**config.mk**
```make
export PLATFORM = sky130hd
export DESIGN_NAME = lltm_ctrl
export DESIGN_NICKNAME = d
export VERILOG_FILES = /design/src/rtl/linked_list_table_manager_defines.svh /design/src/rtl/lltm_pkg.sv /design/src/rtl/lltm_ctrl.sv
export SDC_FILE = /design/constraint.sdc
export NUM_CORES = 1
export LEC_CHECK = 0
export ABC_CLOCK_PERIOD_IN_PS = 1800
export BUFFER_PORTS_ARGS = -buffer_cell sky130_fd_sc_hd__buf_2
export CORE_AREA = 2 2 39 41
export DETAILED_ROUTE_END_ITERATION = 12
export DIE_AREA = 0 0 41 43
export MAX_ROUTING_LAYER = met4
export PLACE_DENSITY = 0.68
export REMOVE_ABC_BUFFERS = 1
export SLEW_MARGIN = 20
export SYNTH_ARGS = -nofsm -noshare
export SYNTH_HDL_FRONTEND = slang
export SYNTH_SLANG_ARGS = --single-unit
export TNS_END_PERCENT = 100
```
**constraint.sdc**
```tcl
create_clock -name clock -period 1.8 [get_ports clock]
set_clock_uncertainty 0.05 [all_clocks]
set_input_delay 0.18 -clock clock [delete_from_list [all_inputs] [get_ports clock]]
set_output_delay 0.18 -clock clock [all_outputs]
set_load 0.02 [all_outputs]
```
**src/rtl/linked_list_table_manager_defines.svh**
```systemverilog
// Assertion macros shared by the linked list table manager RTL.
// No dependencies; define NO_ASSERTIONS to compile the checks out.
`ifndef LINKED_LIST_TABLE_MANAGER_DEFINES_SVH
`define LINKED_LIST_TABLE_MANAGER_DEFINES_SVH

`ifndef NO_ASSERTIONS

// Check a property on every clock edge outside reset.
`define LLTM_ASSERT(name, clk, rst, prop, msg) \
   name: assert property (@(posedge clk) disable iff (rst) (prop)) \
      else $error(msg);

// Check that a condition implies a consequence in the same cycle.
`define LLTM_ASSERT_IMPLY(name, clk, rst, ante, cons, msg) \
   name: assert property (@(posedge clk) disable iff (rst) (ante) |-> (cons)) \
      else $error(msg);

`else

`define LLTM_ASSERT(name, clk, rst, prop, msg)
`define LLTM_ASSERT_IMPLY(name, clk, rst, ante, cons, msg)

`endif

`endif

```
**src/rtl/lltm_pkg.sv**
```systemverilog
// Types, constants and link reset functions of the linked list table manager.
// No dependencies; imported by every module of the block but lltm_ram.
`default_nettype none

package lltm_pkg;

   localparam int CAPACITY = 128;
   localparam int DATA_W   = 32;
   localparam int IDX_W    = $clog2(CAPACITY);
   localparam int LINK_W   = IDX_W + 1;
   localparam int LEN_W    = $clog2(CAPACITY + 1);

   localparam int REQ_TDATA_W = ((DATA_W + IDX_W + 7) / 8) * 8;
   localparam int RSP_TDATA_W = ((IDX_W + 1 + DATA_W + LEN_W + 7) / 8) * 8;

   typedef logic [IDX_W-1:0]  idx_type;
   typedef logic [LINK_W-1:0] link_type;
   typedef logic [DATA_W-1:0] data_type;
   typedef logic [LEN_W-1:0]  len_type;

   // Null link: one past the last slot.
   localparam link_type NIL = LINK_W'(CAPACITY);

   typedef enum logic [1:0] {
      FUNC_INSERT    = 2'd0,
      FUNC_REMOVE    = 2'd1,
      FUNC_GET_NEXT  = 2'd2,
      FUNC_GET_FIRST = 2'd3
   } func_type;

   typedef enum logic [1:0] {
      STAT_OK      = 2'd0,
      STAT_NO_DATA = 2'd1,
      STAT_FULL    = 2'd2
   } status_type;

   typedef enum logic [2:0] {
      ST_IDLE,
      ST_START,
      ST_LINK1,
      ST_LINK2,
      ST_LINK3,
      ST_FETCH,
      ST_DONE
   } state_type;

   typedef enum logic [2:0] {
      STEP_NONE,
      STEP_START,
      STEP_LINK1,
      STEP_LINK2,
      STEP_LINK3,
      STEP_FETCH
   } step_type;

   typedef struct packed {
      logic     load;
      step_type step;
      logic     emit;
   } ctrl_cmd_type;

   typedef struct packed {
      func_type func;
      logic     full;
      logic     no_data;
      logic     head_null;
      logic     next_null;
   } dp_status_type;

   // Free list threading after reset: slot i points forward to i+1.
   function automatic link_type next_reset_link(input idx_type idx);
      link_type r;
      if (idx == IDX_W'(CAPACITY - 1)) r = NIL;
      else r = LINK_W'(idx) + LINK_W'(1);
      return r;
   endfunction

   // Free list threading after reset: slot i points back to i-1.
   function automatic link_type prev_reset_link(input idx_type idx);
      link_type r;
      if (idx == '0) r = NIL;
      else r = LINK_W'(idx) - LINK_W'(1);
      return r;
   endfunction

endpackage

`default_nettype wire

```
**src/rtl/lltm_ctrl.sv**
```systemverilog
// Sequencer of the linked list table manager: steps each request through
// its memory phases and owns the handshakes. Depends on lltm_pkg.
`default_nettype none

module lltm_ctrl import lltm_pkg::*; (
   input  wire logic          clock,
   input  wire logic          reset,
   input  wire logic          req_tvalid,
   output logic               req_tready,
   output logic               rsp_tvalid,
   input  wire logic          rsp_tready,
   input  wire dp_status_type status,
   output ctrl_cmd_type       cmd
);

   state_type state_ff, state_in;
   logic      rsp_valid_ff, rsp_valid_in;
   logic      out_free;

   assign out_free = !rsp_valid_ff || rsp_tready;

   // Next state.
   always_comb begin
      state_in = state_ff;
      unique case (state_ff)
         ST_IDLE: begin
            if (req_tvalid) state_in = ST_START;
         end
         ST_START: begin
            case (status.func)
               FUNC_INSERT:    state_in = status.full ? ST_DONE : ST_LINK1;
               FUNC_GET_FIRST: state_in = status.head_null ? ST_DONE : ST_FETCH;
               default:        state_in = status.no_data ? ST_DONE : ST_LINK1;
            endcase
         end
         ST_LINK1: begin
            if (status.func == FUNC_GET_NEXT) begin
               state_in = status.next_null ? ST_DONE : ST_FETCH;
            end else begin
               state_in = ST_LINK2;
            end
         end
         ST_LINK2: begin
            state_in = (status.func == FUNC_REMOVE) ? ST_LINK3 : ST_DONE;
         end
         ST_LINK3: state_in = ST_DONE;
         ST_FETCH: state_in = ST_DONE;
         ST_DONE: begin
            if (out_free) state_in = ST_IDLE;
         end
         default: state_in = ST_IDLE;
      endcase
   end

   // Outputs.
   always_comb begin
      cmd        = '{load: 1'b0, step: STEP_NONE, emit: 1'b0};
      req_tready = 1'b0;
      unique case (state_ff)
         ST_IDLE: begin
            req_tready = 1'b1;
            cmd.load   = req_tvalid;
         end
         ST_START: cmd.step = STEP_START;
         ST_LINK1: cmd.step = STEP_LINK1;
         ST_LINK2: cmd.step = STEP_LINK2;
         ST_LINK3: cmd.step = STEP_LINK3;
         ST_FETCH: cmd.step = STEP_FETCH;
         ST_DONE:  cmd.emit = out_free;
         default: ;
      endcase
   end

   always_comb begin
      rsp_valid_in = rsp_valid_ff;
      if (cmd.emit) rsp_valid_in = 1'b1;
      else if (rsp_tready) rsp_valid_in = 1'b0;
   end

   always_ff @(posedge clock) begin
      if (reset) begin
         state_ff     <= ST_IDLE;
         rsp_valid_ff <= 1'b0;
      end else begin
         state_ff     <= state_in;
         rsp_valid_ff <= rsp_valid_in;
      end
   end

   assign rsp_tvalid = rsp_valid_ff;

endmodule

`default_nettype wire

```
Word level (Yosys, flattened, before mapping)

Index checks and enable logic that the tools add are counted.
Widths: inputs -> output; s select.

Register bits after elaboration: 4
Output and inout port bits: 7
Input bits: 10

Muxes and demuxes: 16
Reductions and logical operators: 7
Equal/unequal tests: 11

Operator list:

| cell               | number |
|---|---|
| $pmux 3 s6         | 1 |
| $mux 3             | 5 |
| $pmux 3 s5         | 1 |
| $eq 3x3->1 const B | 3 |
| $eq 3x2->1 const B | 2 |
| $mux 2             | 3 |
| $pmux 3 s2         | 1 |
| $mux 1             | 5 |
| $eq 2x2->1 const B | 2 |
| $ne 2x2->1 const B | 2 |
| $eq 3x1->1 const B | 1 |
| $logic_not 3->1    | 1 |
| $eq 2x1->1 const B | 1 |
| $logic_not 2->1    | 1 |
| $reduce_and 2->1   | 1 |
| $reduce_bool 2->1  | 1 |
| $reduce_or 2->1    | 1 |
| $logic_not 1->1    | 1 |
| $logic_or 1x1->1   | 1 |

Logic depth before layout (Yosys ltp)

Gate-level depths: netlist of the first run.

Depth after elaboration: 4
Mapped depth: 6
Depth with buffers taken out: 5

Worst setup path before layout of the first run

No wires, ideal clock.

Path type: register -> output
From: register state_ff[2]
To: output cmd[4] (netlist bit)
Data required time: 1570 ps
Arrival time: 1363 ps
Cell stages (with the launch flop): 4
Setup slack: 207 ps
Cells stage by stage: dfxtp_1 buf_4 nor3_1 and2_1

RTL lines:

| element                | line            | source |
|---|---|---|
| start, declared        | lltm_ctrl.sv:16 | `state_type state_ff, state_in;` |
| start signal, assigned | lltm_ctrl.sv:85 | `state_ff <= state_in;` |
| end, declared          | lltm_ctrl.sv:13 | `output ctrl_cmd_type cmd` |

==> results of run 1 <==
==> synth_stat cells <==
cell and instances:
ha_1 9, a21oi_1 5, inv_1 5, dfxtp_1 4, o21a_1 3, buf_4 2, buf_6 2, nand2b_1 2
nor3_1 2, nor4_1 2, a2111o_1 1, a2111oi_2 1, a211o_1 1, a211oi_1 1, a311oi_1 1, and2_1 1
nand3b_2 1, nand4bb_1 1, nor2_1 1, nor2b_1 1, nor3b_1 1, o211a_1 1, o21ai_0 1, o21ai_1 1
o221ai_2 1, or2b_2 1, or3_1 1, or3b_1 1
==> flip-flops by register name, summed over array words and instances, names as in the netlist <==
signal / cells
rsp_tvalid: 1
state_ff: 3
==> cells by family after synthesis <==
group	synth area share, %
adder cells (fa/ha/maj)	23.1
AO/OA/AOI/OAI	27.4
flip-flops	16.4
AND/OR/NAND/NOR	21.5
buffers and inverters	11.5
==> critical path, stage by stage (launching register included) <==
cell and delay [ns]:
dfxtp_1 0.32, inv_1 0.09, ha_1 0.31, a21oi_1 0.14
o21a_1 0.13, buf_2 0.15
==> layout by cell type, fill, tap and decap left out, types with 2 or more instances in the layout <==
cell	synthesis	routed
clkbuf_4	0	3
nor4_1	2	2
buf_2	0	16
dfxtp_1	4	4
inv_1	5	5
o21a_1	3	3
nand2b_1	2	2
a21oi_1	5	5
nor3_1	2	2
ha_1	9	9
buf_4	2	2
==> power by group <==
part           internal (mW)  total [mW]  switching (mW)
Clock                 0.0747       0.113          0.0381
Combinational          0.141       0.320           0.178
Sequential             0.108       0.145          0.0363
Total                  0.325       0.577           0.253
==> how the worst max path moves through the flow <==
stage                           start     endpoint  slack (ns)  cells past startpoint
after detailed placement    status[4]  state_ff[1]        0.24                      6
after floorplan           state_ff[2]       cmd[4]        0.25                      2
after global placement      status[4]  state_ff[1]        0.27                      6
after global routing      state_ff[1]       cmd[1]        0.13                      5
after CTS                 state_ff[1]       cmd[1]        0.18                      5
final                     state_ff[1]       cmd[1]        0.19                      5
==> per-layer routing <==
metal,vias up,wire (um)
li1,232,-
met1,195,454
met2,12,426
met3,0,48
met4,0,0
met5,-,0
==> area by class of cell <==
| type | instances | area [um2] | share of cell area (%) |
|---|---|---|---|
| repair buffers | 18 | 95.1 | 16.2 |
| clock buffers | 3 | 22.5 | 3.83 |
| flip-flops and latches | 4 | 80.1 | 13.6 |
| well taps | 16 | 20.0 | 3.40 |
| multi-input cells | 41 | 352 | 59.8 |
| inverters | 5 | 18.8 | 3.19 |
==> stage by stage <==
stage               utilization [%]  setup slack (ns)  total power, mW  instances  hold slack (ns)
floorplan                         -             0.247            0.369         50            0.199
global placement               40.9             0.273            0.465         84            0.354
detailed placement             40.9             0.239            0.467         84            0.359
CTS                            42.5             0.183            0.585         87            0.110
global route                   42.5             0.133            0.630         87            0.115
finish                         42.5             0.193            0.577         87            0.122
==> run_results.csv, run 1 <==
group,metric,value,unit
synth,synth_area_leaders,"ha_1 23%, dfxtp_1 16%, a21oi_1 5.1%",
routing,drtAntennaViolNets,0,
routing,wl_per_cell,10.7,um
final_layout,drive_gt1_share,35.2,%
synth,synth_top_area_share,23.1,%
clock_tree,cts_inserted_buffers,3,
sta,rsz0062_at_grt,"no",
worst_setup_path,r2r_cells,3,
routing,via_per_inst,5.05,
worst_setup_path,end_kind,"primary output",
synth,syn_inst,54,
clock_tree,insertion_delay,0.23,ns
clock_tree,cts.sinks,4,
clock_tree,post_cts_resized,0,
pwr,powerDensity,981,nW/um2
clock_tree,holdBufCountCts,0,
clock_tree,clockRootBuffer,"clkbuf_4",
worst_setup_path,required,1.57,ns
grt,grt_first_pass_wirelength,1480,um
synth,yosysSeqAreaShare,16.4,%
synth,synth.distinct_cells,28,
worst_setup_path,r2r_setup_slack,0.42,ns
routing,drc,0,
floorplan,fp-row-count,14,
synth,netlist_area,488,um2
final_layout,nFillCells,143,
synth,syn_avg_cell_area,9.04,um2
grt,busiest_layer,"met2",
worst_setup_path,crit_fanout,4,
floorplan,die-area,1760,um2
grt,grt-ovfl-total,0,
routing,vias,439,
sta,setup_viol,0,
routing,wl,928,um
job,cap_viol_max_count,0,
worst_setup_path,r2r_end,"state_ff[1]",
worst_setup_path,criticalPathCategory,"reg2out",
sta,finalHoldViolCount,0,
grt,grt_pass1_vias,367,
synth,yosysTopAreaCell,"ha_1",
run_status,status,"finished, final reports clean",
grt,met3_usage,4.71,%
worst_setup_path,critPathArrivalTime,1.38,ns
clock_tree,cts_tree,"yes",
hold_path,hold-path-endpoint,"rsp_tvalid",
floorplan,die_h,43,um
clock_tree,h-tree-depth,1,
clock_tree,clock_path_buffers,2,
final_layout,diodes,0,
synth,yosys_warnings,0,
placed_design,routabilityCongestion,0.721,
grt,antenna_found_initial,0,
floorplan,die_w,41,um
sta,period_share,89.3,%
placed_design,hpwl,755,um
worst_setup_path,r2r-start,"state_ff[0]",
sta,min_period,1.61,ns
grt,grt_max_degree,14,
sta,final-max-slew-violation-count,0,
final_layout,finalInstanceArea,588,um2
grt,use_met1,15.4,%
grt,grt_use_met2,18.8,%
final_layout,syn2layout_area_growth,20.5,%
hold_path,hold_path.class,"in2reg",
sta,max_clock_freq,622,MHz
floorplan,ios,17,
hold_path,min_from,"reset",
worst_setup_path,critPathLaunchType,"flop",
routing,drt-pass1-iter-count,2,
placed_design,placed_cell_area,566,um2
routing,drtIter0Drc,1,
sta,fin_setup_tns,0,ns
final_layout,fin_nets,92,
pwr,vdd_drop_max,0.000535,V
clock_tree,postCtsSetupBuffers,0,
grt,track_usage,12.7,%
floorplan,fp.coreArea,1380,um2
floorplan,initial_core_util,35.3,%
placed_design,port_buffers,16,
clock_tree,clk_pin_slew,0.04,ns
pwr,power_leakage,0.288,nW
sta,slew_headroom,71.1,%
hold_path,min_path_cells,2,
sta,worst_pin_slew,0.432,ns
synth,ys_seq_elements,4,
(Power assumes the default switching activity.)
==> run 2: changes to the inputs <==
--- a/config.mk
+++ b/config.mk
@@ -5,13 +5,14 @@
 export SDC_FILE = /design/constraint.sdc
 export NUM_CORES = 1
 export LEC_CHECK = 0
+export ABC_AREA = 1
 export ABC_CLOCK_PERIOD_IN_PS = 1800
 export BUFFER_PORTS_ARGS = -buffer_cell sky130_fd_sc_hd__buf_2
 export CORE_AREA = 2 2 39 41
 export DETAILED_ROUTE_END_ITERATION = 12
 export DIE_AREA = 0 0 41 43
 export MAX_ROUTING_LAYER = met4
-export PLACE_DENSITY = 0.68
+export PLACE_DENSITY = 0.66
 export REMOVE_ABC_BUFFERS = 1
 export SLEW_MARGIN = 20
 export SYNTH_ARGS = -nofsm -noshare
==> run_results.csv, run 2 <==
group,metric,value,unit
run_status,status,"finished, final reports clean",
final_layout,syn2layout_area_growth,22.3,%
worst_setup_path,crit_path_top_delay_cell,"dfxtp_1",
hold_path,min_path_cells,2,
final_layout,diodes,0,
routing,drt-pass1-iter-count,3,
routing,drtAntennaViolNets,0,
worst_setup_path,path_cells,"inv_1 -> ha_1 -> a21oi_1 -> buf_2",
sta,max_clock_freq,606,MHz
worst_setup_path,critPathLaunchType,"flop",
floorplan,ios,17,
clock_tree,holdBufCountCts,0,
clock_tree,h-tree-depth,1,
clock_tree,insertion_delay,0.23,ns
worst_setup_path,worst-path-buf-inv,2,
routing,wl_per_cell,7.78,um
pwr,clkPwrFrac,16.2,%
synth,syn_inst,75,
clock_tree,postCtsSetupBuffers,0,
sta,slew_headroom,76.3,%
synth,ys_seq_elements,4,
routing,drtIter0Drc,7,
worst_setup_path,criticalPathCategory,"reg2out",
worst_setup_path,r2r_setup_slack,0.54,ns
routing,wl,840,um
grt,grt_pass1_vias,385,
synth,netlist_top_cells_count,"19 x nand2_1, 14 x nor2_1, 9 x ha_1, 9 x inv_1",
final_layout,fin_nets,113,
final_layout,final_common_cell,"nand2_1",
pwr,vdd_drop_max,0.000320,V
sta,fin_setup_tns,0,ns
worst_setup_path,required,1.57,ns
synth,synth_top_area_share,24.2,%
grt,track_usage,11.5,%
worst_setup_path,crit_start,"state_ff[1]",
synth,synthArstFlopShare,0,%
placed_design,routabilityCongestion,0.757,
sta,min_period,1.65,ns
worst_setup_path,critPathArrivalTime,1.42,ns
sta,rsz0062_at_grt,"no",
synth,yosysTopAreaCell,"ha_1",
worst_setup_path,r2r-start,"state_ff[1]",
grt,grt_max_degree,11,
worst_setup_path,cp.depth,4,
hold_path,hold-path-endpoint,"state_ff[2]",
worst_setup_path,r2r_end,"state_ff[1]",
routing,drc,0,
floorplan,fp.coreArea,1380,um2
placed_design,place_inst,105,
synth,yosysSeqAreaShare,17.2,%
final_layout,fin_cells,108,
worst_setup_path,crit_fanout,6,
final_layout,drive_gt1_share,30.4,%
hold_path,min_from,"reset",
sta,finalHoldViolCount,0,
placed_design,hpwl,686,um
final_layout,top_register,"state_ff",
placed_design,port_buffers,16,
clock_tree,clockRootBuffer,"clkbuf_4",
floorplan,initial_core_util,33.6,%
pwr,switching_share,49.8,%
job,cap_viol_max_count,0,
clock_tree,cts_inserted_buffers,3,
clock_tree,clk_pin_slew,0.04,ns
worst_setup_path,r2r_cells,6,
sta,worst_pin_slew,0.355,ns
routing,vias,467,
pwr,p_sw,0.331,mW
floorplan,fp-row-count,14,
synth,synth_edf_count,0,
synth,synth.most_common_cell,"nand2_1",
grt,antenna_found_initial,0,
synth,netlist_area,465,um2
synth,synth.distinct_cells,14,
grt,grt_first_pass_wirelength,1370,um
synth,syn_avg_cell_area,6.21,um2
worst_setup_path,slowest_delay,0.44,ns
sta,final-max-slew-violation-count,0,
grt,grt-ovfl-total,0,
sta,period_share,91.7,%
final_layout,final_cell_mix,"19 x nand2_1, 16 x buf_2, 14 x nor2_1",
pwr,power_frac_seq,25.4,%
clock_tree,post_cts_resized,0,
floorplan,die_h,43,um
routing,via_per_inst,4.32,
floorplan,die_w,41,um
sta,setup_viol,0,
clock_tree,cts_tree,"yes",
sta,hold_slack,0.100,ns
worst_setup_path,end_kind,"primary output",
worst_setup_path,critPathTopFamily,"flip-flops",
final_layout,largest_reg_flops,3,
synth,yosys_warnings,0,
hold_path,hold_path.class,"in2reg",
pwr,powerDensity,1170,nW/um2
clock_tree,clock_path_buffers,2,
synth,synth_flop_cell,"dfxtp_1",
synth,synth_area_leaders,"ha_1 24%, dfxtp_1 17%, nand2_1 15%",
pwr,power_leakage,0.324,nW
floorplan,die-area,1760,um2
pwr,combPwrFrac,58.4,%
pwr,p_int,0.333,mW
clock_tree,cts.sinks,4,
run 2: cell types whose count changed after synthesis, moves of 3 or more:
cell | before | now
nand2_2 | 0 | 4
inv_1 | 5 | 9
nor2_1 | 1 | 14
o21a_1 | 3 | 0
nand2_1 | 0 | 19
nor2_2 | 0 | 3
nand3_1 | 0 | 3
run 2: layer usage:
layer | vias to the layer above | GRT usage [%] | share of wire, %
met5 | - | - | 0
met1 | 192 | 13.8 | 48
met2 | 13 | 16.9 | 46
met3 | 2 | 3.14 | 4.0
li1 | 260 | - | -
met4 | 0 | 6.00 | 1.3
run 2: cell type report:
cell class                      instances  area [um2]
Multi-Input combinational cell         58         325
Tap cell                               16        20.0
Clock buffer                            3        22.5
Sequential cell                         4        80.1
Timing Repair Buffer                   16        80.1
Fill cell                             165         815
Inverter                               11        41.3
run 2: worst max-delay path by stage:
stage,to,slack (ns)
after global routing,cmd[1],0.05
after CTS,cmd[1],0.15
after detailed placement,cmd[1],0.41
final,cmd[1],0.15
after floorplan,cmd[1],0.39
after global placement,cmd[1],0.45
run 2: power by group through the flow:
stage / registers, mW / logic, mW / clock network (mW)
2_1_floorplan: 0.159 / 0.299 / 0
3_3_place_gp: 0.169 / 0.389 / 0
3_5_place_dp: 0.172 / 0.389 / 0
4_1_cts: 0.170 / 0.393 / 0.109
5_1_grt: 0.178 / 0.449 / 0.121
6_report: 0.169 / 0.388 / 0.108
run 2: worst register-to-register path: cells and delay by family, from the launching register on:
family | cells | cell delay [ns]
DFF | 1 | 0.44
buffers and inverters | 1 | 0.13
adders and majority gates | 1 | 0.24
and+or+nand+nor | 3 | 0.23
AOI/OAI and AO/OA | 1 | 0.06
run 2: stage by stage:
| stage | total power [mW] | utilization (%) | worst slack [ns] | cell area, um2 |
|---|---|---|---|---|
| finish | 0.664 | 41.1 | 0.149 | 569 |
| global route | 0.748 | 41.1 | 0.0529 | 569 |
| CTS | 0.673 | 41.1 | 0.148 | 569 |
| detailed placement | 0.561 | 39.5 | 0.405 | 547 |
| global placement | 0.558 | 39.5 | 0.449 | 547 |
| floorplan | 0.458 | - | 0.393 | 447 |
run 2: logic make-up (layout without fill, tap and decap cells):
logic type / Yosys count / after routing / share of synthesized area [%]
AO/OA/AOI/OAI: 4 / 4 / 4.30
adder cells (fa/ha/maj): 9 / 9 / 24.2
buffers and inverters: 13 / 30 / 12.9
flip-flops: 4 / 4 / 17.2
AND/OR/NAND/NOR: 45 / 45 / 41.4
==> run 3: changes to the inputs <==
--- a/config.mk
+++ b/config.mk
@@ -6,13 +6,13 @@
 export NUM_CORES = 1
 export LEC_CHECK = 0
 export ABC_AREA = 1
-export ABC_CLOCK_PERIOD_IN_PS = 1800
+export ABC_CLOCK_PERIOD_IN_PS = 1370
 export BUFFER_PORTS_ARGS = -buffer_cell sky130_fd_sc_hd__buf_2
 export CORE_AREA = 2 2 39 41
 export DETAILED_ROUTE_END_ITERATION = 12
 export DIE_AREA = 0 0 41 43
 export MAX_ROUTING_LAYER = met4
-export PLACE_DENSITY = 0.66
+export PLACE_DENSITY = 0.68
 export REMOVE_ABC_BUFFERS = 1
 export SLEW_MARGIN = 20
 export SYNTH_ARGS = -nofsm -noshare
==> constraint.sdc (replaced) <==
create_clock -name clock -period 1.37 [get_ports clock]
set_clock_uncertainty 0.05 [all_clocks]
set_input_delay 0.137 -clock clock [delete_from_list [all_inputs] [get_ports clock]]
set_output_delay 0.137 -clock clock [all_outputs]
set_load 0.02 [all_outputs]
==> run_results.csv, run 3 (same netlist as run 2, synthesis figures left out) <==
group,metric,value,unit
run_status,status,"finished, final reports clean",
final_layout,finalInstanceArea,616,um2
sta,max_clock_freq,761,MHz
final_layout,syn2layout_area_growth,32.3,%
sta,min_period,1.31,ns
final_layout,fin_util,44.5,%
floorplan,ios,17,
pwr,combPwrFrac,61.9,%
sta,rsz0062_at_grt,"no",
sta,final-max-slew-violation-count,0,
clock_tree,clock_path_buffers,2,
placed_design,placed_cell_area,554,um2
worst_setup_path,r2r_setup_slack,0.21,ns
grt,grt_use_met2,20.3,%
sta,period_share,95.9,%
job,cap_viol_max_count,0,
sta,fin_setup_tns,0,ns
grt,grt_pass1_vias,410,
worst_setup_path,crit_fanout,6,
grt,use_met1,12.3,%
grt,grt-ovfl-total,0,
hold_path,min_path_cells,2,
clock_tree,h-tree-depth,1,
pwr,vdd_drop_max,0.000463,V
final_layout,final_common_cell,"nand2_1",
floorplan,initial_core_util,33.6,%
worst_setup_path,critPathLaunchType,"flop",
placed_design,port_buffers,16,
grt,track_usage,12.5,%
routing,vias,465,
grt,grt_first_pass_wirelength,1440,um
worst_setup_path,critPathArrivalTime,1.13,ns
placed_design,place_inst,106,
floorplan,fp.coreArea,1380,um2
final_layout,diodes,0,
worst_setup_path,r2r_cells,8,
sta,setup_viol,0,
routing,drtIter0Drc,5,
routing,via_per_inst,4.27,
clock_tree,cts_tree,"yes",
final_layout,drive_gt1_share,39.8,%
sta,finalHoldViolCount,0,
pwr,p_sw,0.475,mW
worst_setup_path,end_kind,"primary output",
pwr,power_frac_seq,23.0,%
routing,wl,922,um
grt,grt_max_degree,11,
clock_tree,insertion_delay,0.24,ns
hold_path,hold_path.class,"in2reg",
clock_tree,cts_inserted_buffers,3,
routing,drtAntennaViolNets,0,
pwr,switching_share,48.4,%
final_layout,final_cell_mix,"19 x nand2_1, 14 x nor2_1, 14 x buf_2",
pwr,powerDensity,1590,nW/um2
placed_design,hpwl,725,um
routing,drt-pass1-iter-count,2,
clock_tree,holdBufCountCts,0,
worst_setup_path,required,1.18,ns
grt,antenna_found_initial,0,
placed_design,routabilityCongestion,0.756,
clock_tree,clk_pin_slew,0.04,ns
pwr,clkPwrFrac,15.1,%
grt,busiest_layer,"met2",
final_layout,largest_reg_flops,3,
clock_tree,cts.sinks,4,
grt,met3_usage,1.57,%
pwr,p_int,0.506,mW
routing,wl_per_cell,8.46,um
clock_tree,clockRootBuffer,"clkbuf_4",
final_layout,fin_cells,109,
final_layout,fin_nets,114,
sta,slew_headroom,81.4,%
floorplan,die_h,43,um
worst_setup_path,criticalPathCategory,"reg2out",
floorplan,die-area,1760,um2
final_layout,top_register,"state_ff",
floorplan,fp-row-count,14,
pwr,power_leakage,0.335,nW
routing,drc,0,
sta,worst_pin_slew,0.278,ns
floorplan,die_w,41,um
[run 3: worst max-delay path, cell delays in order, from the launching register on]
cell     delay [ns]
dfxtp_2        0.40
ha_4           0.22
a21oi_2        0.14
buf_6          0.13
[run 3: power groups by stage]
stage	Sequential (mW)	Clock, mW	Combinational (mW)
finish	0.226	0.148	0.608
CTS	0.216	0.154	0.553
global route	0.237	0.166	0.689
global placement	0.210	0	0.537
detailed placement	0.212	0	0.540
floorplan	0.209	0	0.393
[run 3: cell type report]
cell class | count | area (um2)
Fill cell | 161 | 768
Multi-Input combinational cell | 58 | 352
Timing Repair Buffer | 17 | 96.3
Sequential cell | 4 | 83.8
Inverter | 11 | 41.3
Clock buffer | 3 | 22.5
Tap cell | 16 | 20.0
[run 3: layer usage]
metal | wire length (um) | share of wire [%]
met1 | 382 | 41
met2 | 502 | 54
met3 | 23 | 2.5
met4 | 14 | 1.5
met5 | 0 | 0
[run 3: final timing paths]
kind,startpoint,endpoint
min reg2reg,rsp_tvalid,state_ff[1]
max reg2reg,state_ff[1],state_ff[2]
max,state_ff[2],cmd[1]
min,reset,state_ff[1]
[run 3: timing repair]
item / 4_1_cts / 5_1_grt
setup endpoints to repair: 1 / 3
gates resized for setup: 4 / 7
gates cloned: 0 / 0
pin swaps: 1 / 1
hold endpoints to repair: 0 / 0
setup buffers: 0 / 0
[run 3: stage by stage]
stage | power (mW) | hold slack, ns | setup WS, ns
after floorplan | 0.602 | 0.156 | 0.00607
after global placement | 0.747 | 0.298 | 0.177
after detailed placement | 0.752 | 0.301 | 0.164
after CTS | 0.923 | 0.0411 | 0.000202
after global routing | 1.09 | 0.0446 | 0.0000375
final | 0.981 | 0.0471 | 0.0557
